`config.mk`:
```
export PLATFORM = sky130hd
export DESIGN_NAME = activation_function_unit
export DESIGN_NICKNAME = d
export VERILOG_FILES = /design/src/rtl/afu_pkg.sv /design/src/rtl/afu_lookup.sv /design/src/rtl/afu_interp.sv /design/src/rtl/afu_slope.sv /design/src/rtl/activation_function_unit.sv
export SDC_FILE = /design/constraint.sdc
export NUM_CORES = 1
export LEC_CHECK = 0
export ABC_AREA = 1
export BUFFER_PORTS_ARGS = -buffer_cell sky130_fd_sc_hd__buf_2
export CAP_MARGIN = 25
export CORE_ASPECT_RATIO = 0.6
export CORE_MARGIN = 2
export CORE_UTILIZATION = 43
export CTS_BUF_LIST = sky130_fd_sc_hd__clkbuf_8
export DETAILED_ROUTE_END_ITERATION = 6
export GPL_ROUTABILITY_DRIVEN = 0
export HOLD_SLACK_MARGIN = 0.1
export SLEW_MARGIN = 30
export SYNTH_ARGS = -nofsm -noshare
export SYNTH_HDL_FRONTEND = slang
export SYNTH_HIERARCHICAL = 1
export SYNTH_SLANG_ARGS = --single-unit
```
`constraint.sdc`:
```
create_clock -name i_clk -period 5.18 [get_ports i_clk]
set_input_delay 0.518 -clock i_clk [delete_from_list [all_inputs] [get_ports i_clk]]
set_output_delay 0.518 -clock i_clk [all_outputs]
set_load 0.005 [all_outputs]
```
`src/rtl/afu_pkg.sv`:
```
// Shared types, widths, selector codes and the tanh breakpoint table
// for the activation function unit. No dependencies.
package afu_pkg;

    localparam int DATA_W   = 16;
    localparam int FRAC_BITS = 11;
    localparam int Q_W      = 12;
    localparam int SLOPE_W  = 12;
    localparam int SEG_BITS = 6;
    localparam int DIFF_W   = 8;
    localparam int INTERP_W = 9;
    localparam int PROD_W   = DIFF_W + INTERP_W;
    localparam int SQ_W     = 2 * FRAC_BITS + 1;
    localparam int KIND_W   = 2;

    localparam logic [Q_W-1:0] ONE_Q = Q_W'(1 << FRAC_BITS);

    localparam logic [KIND_W-1:0] KIND_RELU    = 2'd0;
    localparam logic [KIND_W-1:0] KIND_TANH    = 2'd1;
    localparam logic [KIND_W-1:0] KIND_SIGMOID = 2'd2;

    typedef struct packed {
        logic [KIND_W-1:0]   kind;
        logic                neg;
        logic                relu_pos;
        logic [DATA_W-1:0]   raw;
        logic                sat;
        logic [Q_W-1:0]      lo;
        logic [DIFF_W-1:0]   diff;
        logic [INTERP_W-1:0] frac;
    } t_lut_stage;

    typedef struct packed {
        logic [KIND_W-1:0] kind;
        logic              relu_pos;
        logic [DATA_W-1:0] act;
        logic [Q_W-1:0]    op_a;
        logic [Q_W-1:0]    op_b;
    } t_mul_stage;

    // Breakpoint k holds tanh(8k/64) in Q11, rounded half up.
    function automatic logic [Q_W-1:0] tanh_bp(input logic [SEG_BITS:0] k);
        logic [Q_W-1:0] v;
        case (k)
            7'd0:    v = 12'd0;
            7'd1:    v = 12'd255;
            7'd2:    v = 12'd502;
            7'd3:    v = 12'd734;
            7'd4:    v = 12'd946;
            7'd5:    v = 12'd1136;
            7'd6:    v = 12'd1301;
            7'd7:    v = 12'd1442;
            7'd8:    v = 12'd1560;
            7'd9:    v = 12'd1657;
            7'd10:   v = 12'd1737;
            7'd11:   v = 12'd1802;
            7'd12:   v = 12'd1854;
            7'd13:   v = 12'd1895;
            7'd14:   v = 12'd1928;
            7'd15:   v = 12'd1954;
            7'd16:   v = 12'd1974;
            7'd17:   v = 12'd1990;
            7'd18:   v = 12'd2003;
            7'd19:   v = 12'd2013;
            7'd20:   v = 12'd2021;
            7'd21:   v = 12'd2027;
            7'd22:   v = 12'd2031;
            7'd23:   v = 12'd2035;
            7'd24:   v = 12'd2038;
            7'd25:   v = 12'd2040;
            7'd26:   v = 12'd2042;
            7'd27:   v = 12'd2043;
            7'd28:   v = 12'd2044;
            7'd29:   v = 12'd2045;
            7'd30:   v = 12'd2046;
            7'd31:   v = 12'd2046;
            7'd32:   v = 12'd2047;
            7'd33:   v = 12'd2047;
            7'd34:   v = 12'd2047;
            7'd35:   v = 12'd2047;
            7'd36:   v = 12'd2047;
            default: v = ONE_Q;
        endcase
        return v;
    endfunction

endpackage

```
`src/rtl/afu_lookup.sv`:
```
// First pipeline stage: sign and magnitude of the sample, segment select
// and breakpoint table reads. Depends on afu_pkg.
module afu_lookup (
    input  logic                        i_clk,
    input  logic                        i_rst_n,
    input  logic                        i_valid,
    output logic                        o_ready,
    input  logic [afu_pkg::DATA_W-1:0]  i_raw,
    input  logic [afu_pkg::KIND_W-1:0]  i_kind,
    output logic                        o_valid,
    input  logic                        i_ready,
    output afu_pkg::t_lut_stage         o_stage
);
    import afu_pkg::*;

    logic               r_valid;
    t_lut_stage         r_stage;
    t_lut_stage         n_stage;
    logic [DATA_W-1:0]  mag;
    logic               is_sig;
    logic [SEG_BITS-1:0] idx;
    logic [Q_W-1:0]     hi;

    assign o_ready = !r_valid || i_ready;

    always_comb begin
        is_sig = (i_kind == KIND_SIGMOID);
        mag = i_raw[DATA_W-1] ? DATA_W'(-i_raw) : i_raw;
        n_stage.kind = i_kind;
        n_stage.neg = i_raw[DATA_W-1];
        n_stage.relu_pos = !i_raw[DATA_W-1] && (i_raw != '0);
        n_stage.raw = i_raw;
        if (is_sig) begin
            n_stage.sat = mag[DATA_W-1];
            idx = mag[DATA_W-2:DATA_W-1-SEG_BITS];
            n_stage.frac = mag[INTERP_W-1:0];
        end else begin
            n_stage.sat = mag[DATA_W-1] | mag[DATA_W-2];
            idx = mag[DATA_W-3:DATA_W-2-SEG_BITS];
            n_stage.frac = {mag[INTERP_W-2:0], 1'b0};
        end
        n_stage.lo = tanh_bp({1'b0, idx});
        hi = tanh_bp({1'b0, idx} + 7'd1);
        n_stage.diff = DIFF_W'(hi - n_stage.lo);
    end

    always_ff @(posedge i_clk) begin
        if (!i_rst_n) begin
            r_valid <= 1'b0;
        end else if (o_ready) begin
            r_valid <= i_valid;
        end
    end

    always_ff @(posedge i_clk) begin
        if (i_valid && o_ready) begin
            r_stage <= n_stage;
        end
    end

    assign o_valid = r_valid;
    assign o_stage = r_stage;

endmodule

```
`src/rtl/afu_interp.sv`:
```
// Second and third pipeline stages: interpolation product, ReLU, tanh or sigmoid
// value, and the operands of the slope multiplier. Depends on afu_pkg.
module afu_interp (
    input  logic                i_clk,
    input  logic                i_rst_n,
    input  logic                i_valid,
    output logic                o_ready,
    input  afu_pkg::t_lut_stage i_stage,
    output logic                o_valid,
    input  logic                i_ready,
    output afu_pkg::t_mul_stage o_stage
);
    import afu_pkg::*;

    typedef struct packed {
        logic [KIND_W-1:0] kind;
        logic              neg;
        logic              relu_pos;
        logic [DATA_W-1:0] raw;
        logic              sat;
        logic [Q_W-1:0]    lo;
        logic [PROD_W-1:0] prod;
    } t_prod_stage;

    logic              r_v2;
    t_prod_stage       r_s2;
    logic              r_v3;
    t_mul_stage        r_s3;
    t_mul_stage        n_s3;
    logic              rdy3;
    logic [PROD_W-1:0] rnd;
    logic [Q_W-1:0]    t;
    logic [Q_W:0]      s_sum;
    logic [Q_W-1:0]    s;

    assign rdy3 = !r_v3 || i_ready;
    assign o_ready = !r_v2 || rdy3;

    always_comb begin
        rnd = r_s2.prod + PROD_W'(1 << (INTERP_W - 1));
        t = r_s2.sat ? ONE_Q : r_s2.lo + Q_W'(rnd[PROD_W-1:INTERP_W]);
        if (r_s2.neg) begin
            s_sum = {1'b0, ONE_Q} - {1'b0, t} + (Q_W+1)'(1);
        end else begin
            s_sum = {1'b0, ONE_Q} + {1'b0, t} + (Q_W+1)'(1);
        end
        s = s_sum[Q_W:1];
        n_s3.kind = r_s2.kind;
        n_s3.relu_pos = r_s2.relu_pos;
        case (r_s2.kind)
            KIND_TANH: begin
                n_s3.act = r_s2.neg ? DATA_W'(-DATA_W'(t)) : DATA_W'(t);
                n_s3.op_a = t;
                n_s3.op_b = t;
            end
            KIND_SIGMOID: begin
                n_s3.act = DATA_W'(s);
                n_s3.op_a = s;
                n_s3.op_b = ONE_Q - s;
            end
            default: begin
                n_s3.act = r_s2.relu_pos ? r_s2.raw : '0;
                n_s3.op_a = '0;
                n_s3.op_b = '0;
            end
        endcase
    end

    always_ff @(posedge i_clk) begin
        if (!i_rst_n) begin
            r_v2 <= 1'b0;
            r_v3 <= 1'b0;
        end else begin
            if (o_ready) begin
                r_v2 <= i_valid;
            end
            if (rdy3) begin
                r_v3 <= r_v2;
            end
        end
    end

    always_ff @(posedge i_clk) begin
        if (i_valid && o_ready) begin
            r_s2.kind <= i_stage.kind;
            r_s2.neg <= i_stage.neg;
            r_s2.relu_pos <= i_stage.relu_pos;
            r_s2.raw <= i_stage.raw;
            r_s2.sat <= i_stage.sat;
            r_s2.lo <= i_stage.lo;
            r_s2.prod <= PROD_W'(i_stage.diff * i_stage.frac);
        end
        if (r_v2 && rdy3) begin
            r_s3 <= n_s3;
        end
    end

    assign o_valid = r_v3;
    assign o_stage = r_s3;

    a_sig_ops_sum: assert property (@(posedge i_clk) disable iff (!i_rst_n)
        (r_v3 && r_s3.kind == KIND_SIGMOID)
            |-> ({1'b0, r_s3.op_a} + {1'b0, r_s3.op_b} == {1'b0, ONE_Q}))
        else $error("Sigmoid slope operands do not sum to one.");

    a_tanh_ops: assert property (@(posedge i_clk) disable iff (!i_rst_n)
        (r_v3 && r_s3.kind == KIND_TANH)
            |-> (r_s3.op_a == r_s3.op_b && r_s3.op_a <= ONE_Q))
        else $error("Tanh slope operands are inconsistent.");

endmodule

```
`src/rtl/afu_slope.sv`:
```
// Fourth and fifth pipeline stages: slope product and final slope, held
// in the output register. Depends on afu_pkg.
module afu_slope (
    input  logic                         i_clk,
    input  logic                         i_rst_n,
    input  logic                         i_valid,
    output logic                         o_ready,
    input  afu_pkg::t_mul_stage          i_stage,
    output logic                         o_valid,
    input  logic                         i_ready,
    output logic [afu_pkg::DATA_W-1:0]   o_act,
    output logic [afu_pkg::SLOPE_W-1:0]  o_slope
);
    import afu_pkg::*;

    logic                  r_v4;
    logic [KIND_W-1:0]     r_kind4;
    logic                  r_pos4;
    logic [DATA_W-1:0]     r_act4;
    logic [SQ_W-1:0]       r_sq4;
    logic                  r_v5;
    logic [DATA_W-1:0]     r_act5;
    logic [SLOPE_W-1:0]    r_slope5;
    logic [SLOPE_W-1:0]    n_slope5;
    logic                  rdy5;
    logic [2*Q_W-1:0]      full_sq;
    logic [SQ_W-1:0]       rnd;

    assign rdy5 = !r_v5 || i_ready;
    assign o_ready = !r_v4 || rdy5;
    assign full_sq = i_stage.op_a * i_stage.op_b;

    always_comb begin
        rnd = r_sq4 + SQ_W'(1 << (FRAC_BITS - 1));
        case (r_kind4)
            KIND_TANH: n_slope5 = ONE_Q - SLOPE_W'(rnd[SQ_W-1:FRAC_BITS]);
            KIND_SIGMOID: n_slope5 = SLOPE_W'(rnd[SQ_W-1:FRAC_BITS]);
            default: n_slope5 = r_pos4 ? ONE_Q : '0;
        endcase
    end

    always_ff @(posedge i_clk) begin
        if (!i_rst_n) begin
            r_v4 <= 1'b0;
            r_v5 <= 1'b0;
        end else begin
            if (o_ready) begin
                r_v4 <= i_valid;
            end
            if (rdy5) begin
                r_v5 <= r_v4;
            end
        end
    end

    always_ff @(posedge i_clk) begin
        if (i_valid && o_ready) begin
            r_kind4 <= i_stage.kind;
            r_pos4 <= i_stage.relu_pos;
            r_act4 <= i_stage.act;
            r_sq4 <= full_sq[SQ_W-1:0];
        end
        if (r_v4 && rdy5) begin
            r_act5 <= r_act4;
            r_slope5 <= n_slope5;
        end
    end

    assign o_valid = r_v5;
    assign o_act = r_act5;
    assign o_slope = r_slope5;

    a_slope_max: assert property (@(posedge i_clk) disable iff (!i_rst_n)
        r_v5 |-> (r_slope5 <= ONE_Q))
        else $error("Slope result exceeds one.");

endmodule

```
`src/rtl/activation_function_unit.sv`:
```
// Top level of the activation function unit: selector register, five-stage
// pipeline and stream ports. Depends on afu_pkg, afu_lookup, afu_interp, afu_slope.
//
// Usage:
// The slave stream carries one signed Q4.11 sample per transfer in
// s_axis tdata. The master stream returns the activation value and the
// derivative at that sample. The cfg channel writes the 2-bit selector:
// 0 ReLU, 1 tanh, 2 sigmoid; code 3 acts as ReLU. It is always ready and
// should be written only while no sample is in flight.
// Throughput is one sample per clock while the master side is not stalled.
// Each sample passes through five registered stages in order: magnitude
// and table reads, the interpolation product, the interpolated value,
// the slope product, and the output register.
// When the receiver stalls, results stay in place and empty stages keep
// filling; tready on the slave side drops only once all five stages hold
// data. Synchronous reset empties the pipeline and selects ReLU.
module activation_function_unit (
    input  logic        i_clk,
    input  logic        i_rst_n,
    input  logic        i_s_axis_tvalid,
    output logic        o_s_axis_tready,
    input  logic [15:0] i_s_axis_tdata,   // [15:0] sample_in
    output logic        o_m_axis_tvalid,
    input  logic        i_m_axis_tready,
    output logic [31:0] o_m_axis_tdata,   // [15:0] activation_out, [27:16] slope_out
    input  logic        i_cfg_valid,
    output logic        o_cfg_ready,
    input  logic [1:0]  i_cfg_data
);
    import afu_pkg::*;

    logic [KIND_W-1:0]  r_kind;
    logic               lut_valid;
    logic               lut_ready;
    t_lut_stage         lut_stage;
    logic               mul_valid;
    logic               mul_ready;
    t_mul_stage         mul_stage;
    logic [DATA_W-1:0]  act;
    logic [SLOPE_W-1:0] slope;

    assign o_cfg_ready = 1'b1;

    always_ff @(posedge i_clk) begin
        if (!i_rst_n) begin
            r_kind <= KIND_RELU;
        end else if (i_cfg_valid && o_cfg_ready) begin
            r_kind <= i_cfg_data;
        end
    end

    afu_lookup u_lookup (
        .i_clk   (i_clk),
        .i_rst_n (i_rst_n),
        .i_valid (i_s_axis_tvalid),
        .o_ready (o_s_axis_tready),
        .i_raw   (i_s_axis_tdata),
        .i_kind  (r_kind),
        .o_valid (lut_valid),
        .i_ready (lut_ready),
        .o_stage (lut_stage)
    );

    afu_interp u_interp (
        .i_clk   (i_clk),
        .i_rst_n (i_rst_n),
        .i_valid (lut_valid),
        .o_ready (lut_ready),
        .i_stage (lut_stage),
        .o_valid (mul_valid),
        .i_ready (mul_ready),
        .o_stage (mul_stage)
    );

    afu_slope u_slope (
        .i_clk   (i_clk),
        .i_rst_n (i_rst_n),
        .i_valid (mul_valid),
        .o_ready (mul_ready),
        .i_stage (mul_stage),
        .o_valid (o_m_axis_tvalid),
        .i_ready (i_m_axis_tready),
        .o_act   (act),
        .o_slope (slope)
    );

    assign o_m_axis_tdata = {4'b0000, slope, act};

    a_empty_out_ready: assert property (@(posedge i_clk) disable iff (!i_rst_n)
        !o_m_axis_tvalid |-> o_s_axis_tready)
        else $error("Input stalled while the output register is empty.");

endmodule
```
==> impl_metrics.py <==
metrics = {
    "yosys": {
        "synth_edf_count": 193,
        "synthAdderAreaFrac": 0.2416,
        "synth_compound_area_frac": 0.06775,
        "ys_types": 53,
        "syn_area_sq_mm": 0.01847,
        "synth_xor_area_frac": 0.02087,
        "synthFlopType": "edfxtp_1",
        "yosys_register_bits": 200,
        "synth-simple-area-share": 0.2343,
        "synthCells": 2228,
        "muxShareOfSynthArea": 0,
        "synth_top_family_by_area": "adder cells",
        "synthArstFlopShare": 0,
        "syn_avg_cell_area_sq_um": 8.289,
        "synth_warnings": 6,
        "synth-seq-area-share": 0.3214,
    },
    "global_route": {
        "overflow": 0,
        "grt_pass1_wl_um": 76160,
        "grt_max_degree": 50,
        "grt_use_total": 0.2189,
        "grt_pass1_vias": 14150,
        "antenna_found_initial": 1,
    },
    "floorplan": {
        "dieArea_sq_mm": 0.04468,
        "rows": 58,
        "ios": 58,
        "die_height_um": 164.5,
        "core_sq_mm": 0.04209,
        "die_w_um": 271.5,
        "initial_utilization": 0.4388,
    },
    "layout": {
        "final_common_cell": "nand2_1",
        "layout_common_cells": "nand2_1, inv_1, edfxtp_1",
        "syn_to_final_growth_pct": 9.092,
        "utilization": 0.4787,
        "fin_area_sq_mm": 0.02015,
        "nNetsFinal": 2597,
        "final_layout_size_suffix_gt1_frac": 0.1348,
        "num_antenna_cells": 0,
        "regArea_sq_mm": 0.005936,
        "fin_cells": 2885,
        "multiInputGateArea_sq_mm": 0.01053,
        "fillerInstances": 4085,
    },
    "detailed_routing": {
        "drtPass1Iterations": 6,
        "drt-total-wl_um": 47400,
        "vias": 14900,
        "antenna_left": 0,
        "viasPerCell": 5.163,
        "wire_per_inst_um": 16.43,
        "route.detailed.drc": 0,
        "drtIter0Drc": 1520,
    },
    "clock_network": {
        "clockBufferDepth": 2,
        "cts.clk_slew.worst_paths_ns": 0.10,
        "cts_hold_buf": 0,
        "cts_inserted_buffers": 17,
        "h-tree-depth": 4,
        "cts_tree": "built",
        "clk_latency_ns": 0.49,
        "cts_root_buf": "clkbuf_8",
        "numClockSinks": 200,
    },
    "sta": {
        "relSlewSlack": 0.3866,
        "finalSetupViolCount": 0,
        "worst_clock_skew_ns": 0.02299,
        "finalHoldWorstSlack_ns": 0.2351,
        "rsz0062_at_grt": "true",
        "fmax_mhz": 198.5,
        "finalCritPeriodShare": 0.9726,
        "worst_pin_slew_ns": 0.9200,
        "slew_viol_final": 0,
        "period_minus_slack_ns": 5.038,
        "finalHoldViolCount": 0,
        "setup_tns_ns": 0,
    },
    "worst_setup_path": {
        "critPathLaunch": "u_interp/o_stage[13]$_DFFE_PP_",
        "worst_ep_arrival_time_ns": 5.25,
        "cp_max_fo": 7,
        "crit_path_frequent_cell": "fa_1",
        "slowest_delay_ns": 0.55,
        "cp-end-kind": "flop",
        "required_ns": 5.39,
        "cp_cell_sequence": "buf_4 -> nand2_1 -> fa_1 -> fa_1 -> inv_1 -> ha_1 -> fa_1 -> inv_1 -> fa_1 -> inv_1 -> ha_1 -> a21oi_1 -> o21a_1 -> nor2_1 -> o21ai_0 -> nand3_1 -> xor2_1",
        "worst_setup_path_start_kind": "flop",
        "r2r_start": "u_interp/o_stage[13]$_DFFE_PP_",
        "critPathKind": "reg -> reg",
        "cpMaxStageDelayCell": "fa_1",
    },
    "pwr": {
        "power_density_mw_per_mm2": 435.8,
        "p_leak_nw": 10.14,
        "vdd_ir_drop_max_mv": 0.4562,
    },
    "run": {
        "drv_cap": 0,
    },
    "status": {
        "status": "finished, final reports clean",
    },
    "placement": {
        "postPlaceCellArea_sq_mm": 0.01933,
        "port_buffers": 52,
        "hpwl_um": 38340,
        "placed_cells": 2807,
    },
    "min_path": {
        "min_path_type": "in -> reg",
        "min_from": "i_s_axis_tdata[0]",
    },
}
-- flip-flops by register name (all words and copies together), names as in the netlist --
| name | count |
|---|---|
| u_interp/r_s2 | 39 |
| r_kind | 2 |
| u_slope/r_act4 | 16 |
| u_slope/o_slope | 12 |
| u_interp/r_v2 | 1 |
| u_lookup/o_valid | 1 |
| u_lookup/o_stage | 49 |
| u_slope/o_act | 16 |
| u_interp/o_stage | 42 |
| u_interp/o_valid | 1 |
| u_slope/r_sq4 | 13 |
| u_interp/n_s3 | 3 |
| u_slope/r_kind4 | 2 |
| u_slope/o_valid | 1 |
| u_slope/r_pos4 | 1 |
| u_slope/r_v4 | 1 |
-- cells in the mapped netlist (all sizes together) (4+ instances only) --
library cell / count / area, sq um
a21o: 4 / 30.03
a21oi: 101 / 528.0
a22o: 5 / 43.79
buf: 22 / 156.4
clkbuf: 51 / 195.2
dfxtp: 7 / 140.1
edfxtp: 193 / 5796
fa: 141 / 2823
ha: 131 / 1639
inv: 462 / 1739
nand2: 629 / 2504
nand3: 136 / 855.8
nand3b: 5 / 37.54
nand4: 26 / 168.9
nor2: 142 / 676.9
nor3: 12 / 60.06
o211ai: 8 / 60.06
o21ai: 77 / 407.9
o21bai: 6 / 45.04
o31ai: 5 / 37.54
xnor2: 15 / 131.4
xor2: 29 / 254.0
-- cells by family after synthesis --
group,Yosys count
XOR/XNOR,44
buffers and inverters,537
other,2
flip-flops,200
adder cells (fa/ha/maj),272
AO/OA/AOI/OAI,219
AND/OR/NAND/NOR,954
-- worst max-delay path: cells and delay by family (launching register included) --
family / cells / cell delay [ns]
adder cells (fa/ha/maj): 6 / 2.77
flip-flops: 1 / 0.50
buffers and inverters: 4 / 0.38
AND/OR/NAND/NOR: 3 / 0.24
XOR/XNOR: 1 / 0.16
AO/OA/AOI/OAI: 3 / 0.72
-- through the flow --
| stage | worst slack [ns] | total power [mW] |
|---|---|---|
| 3_3_place_gp | -0.03715 | 7.512 |
| 2_1_floorplan | 0.2915 | 6.405 |
| 6_report | 0.1419 | 8.780 |
| 3_5_place_dp | -0.05606 | 7.645 |
| 5_1_grt | -0.02361 | 9.615 |
| 4_1_cts | 0.003557 | 8.709 |
-- repair_timing --
item                       4_1_cts  5_1_grt
pin swaps                        0        4
gates resized for setup          0       21
buffers inserted                25       21
setup endpoints to repair        3       12
-- power by group --
| part | internal (mW) | total [mW] | switching (mW) |
|---|---|---|---|
| sequential | 2.14 | 2.33 | 0.196 |
| combinational | 2.05 | 5.45 | 3.41 |
| clock | 0.400 | 0.991 | 0.591 |
| total | 4.59 | 8.78 | 4.19 |
-- layer usage --
metal  vias to the layer above  GRT usage  wire [um]
met2                       712     0.2815      17170
met1                      7028     0.3452      23340
met3                        38    0.08026       6460
met4                         0    0.03521        428
li1                       7117          -          -
met5                         -          0          0
-- final cells by class --
cell class / count / area share
flip-flops and latches: 200 / 0.2946
clock inverters: 15 / 0.008136
repair buffers: 125 / 0.04093
well taps: 570 / 0.03540
multi-input cells: 1494 / 0.5226
clock buffers: 17 / 0.01161
inverters: 464 / 0.08670
-- final timing paths --
check                                                       to  slack, ns  cells after the start
worst max-delay path               u_slope/r_sq4[22]$_DFFE_PP_       0.14                     17
worst min-delay path            u_lookup/o_stage[30]$_DFFE_PP_       0.24                      1
worst max register to register     u_slope/r_sq4[22]$_DFFE_PP_       0.14                     17
worst min register to register     u_interp/r_s2[34]$_DFFE_PP_       0.41                      0
(Power assumes the default switching activity.)
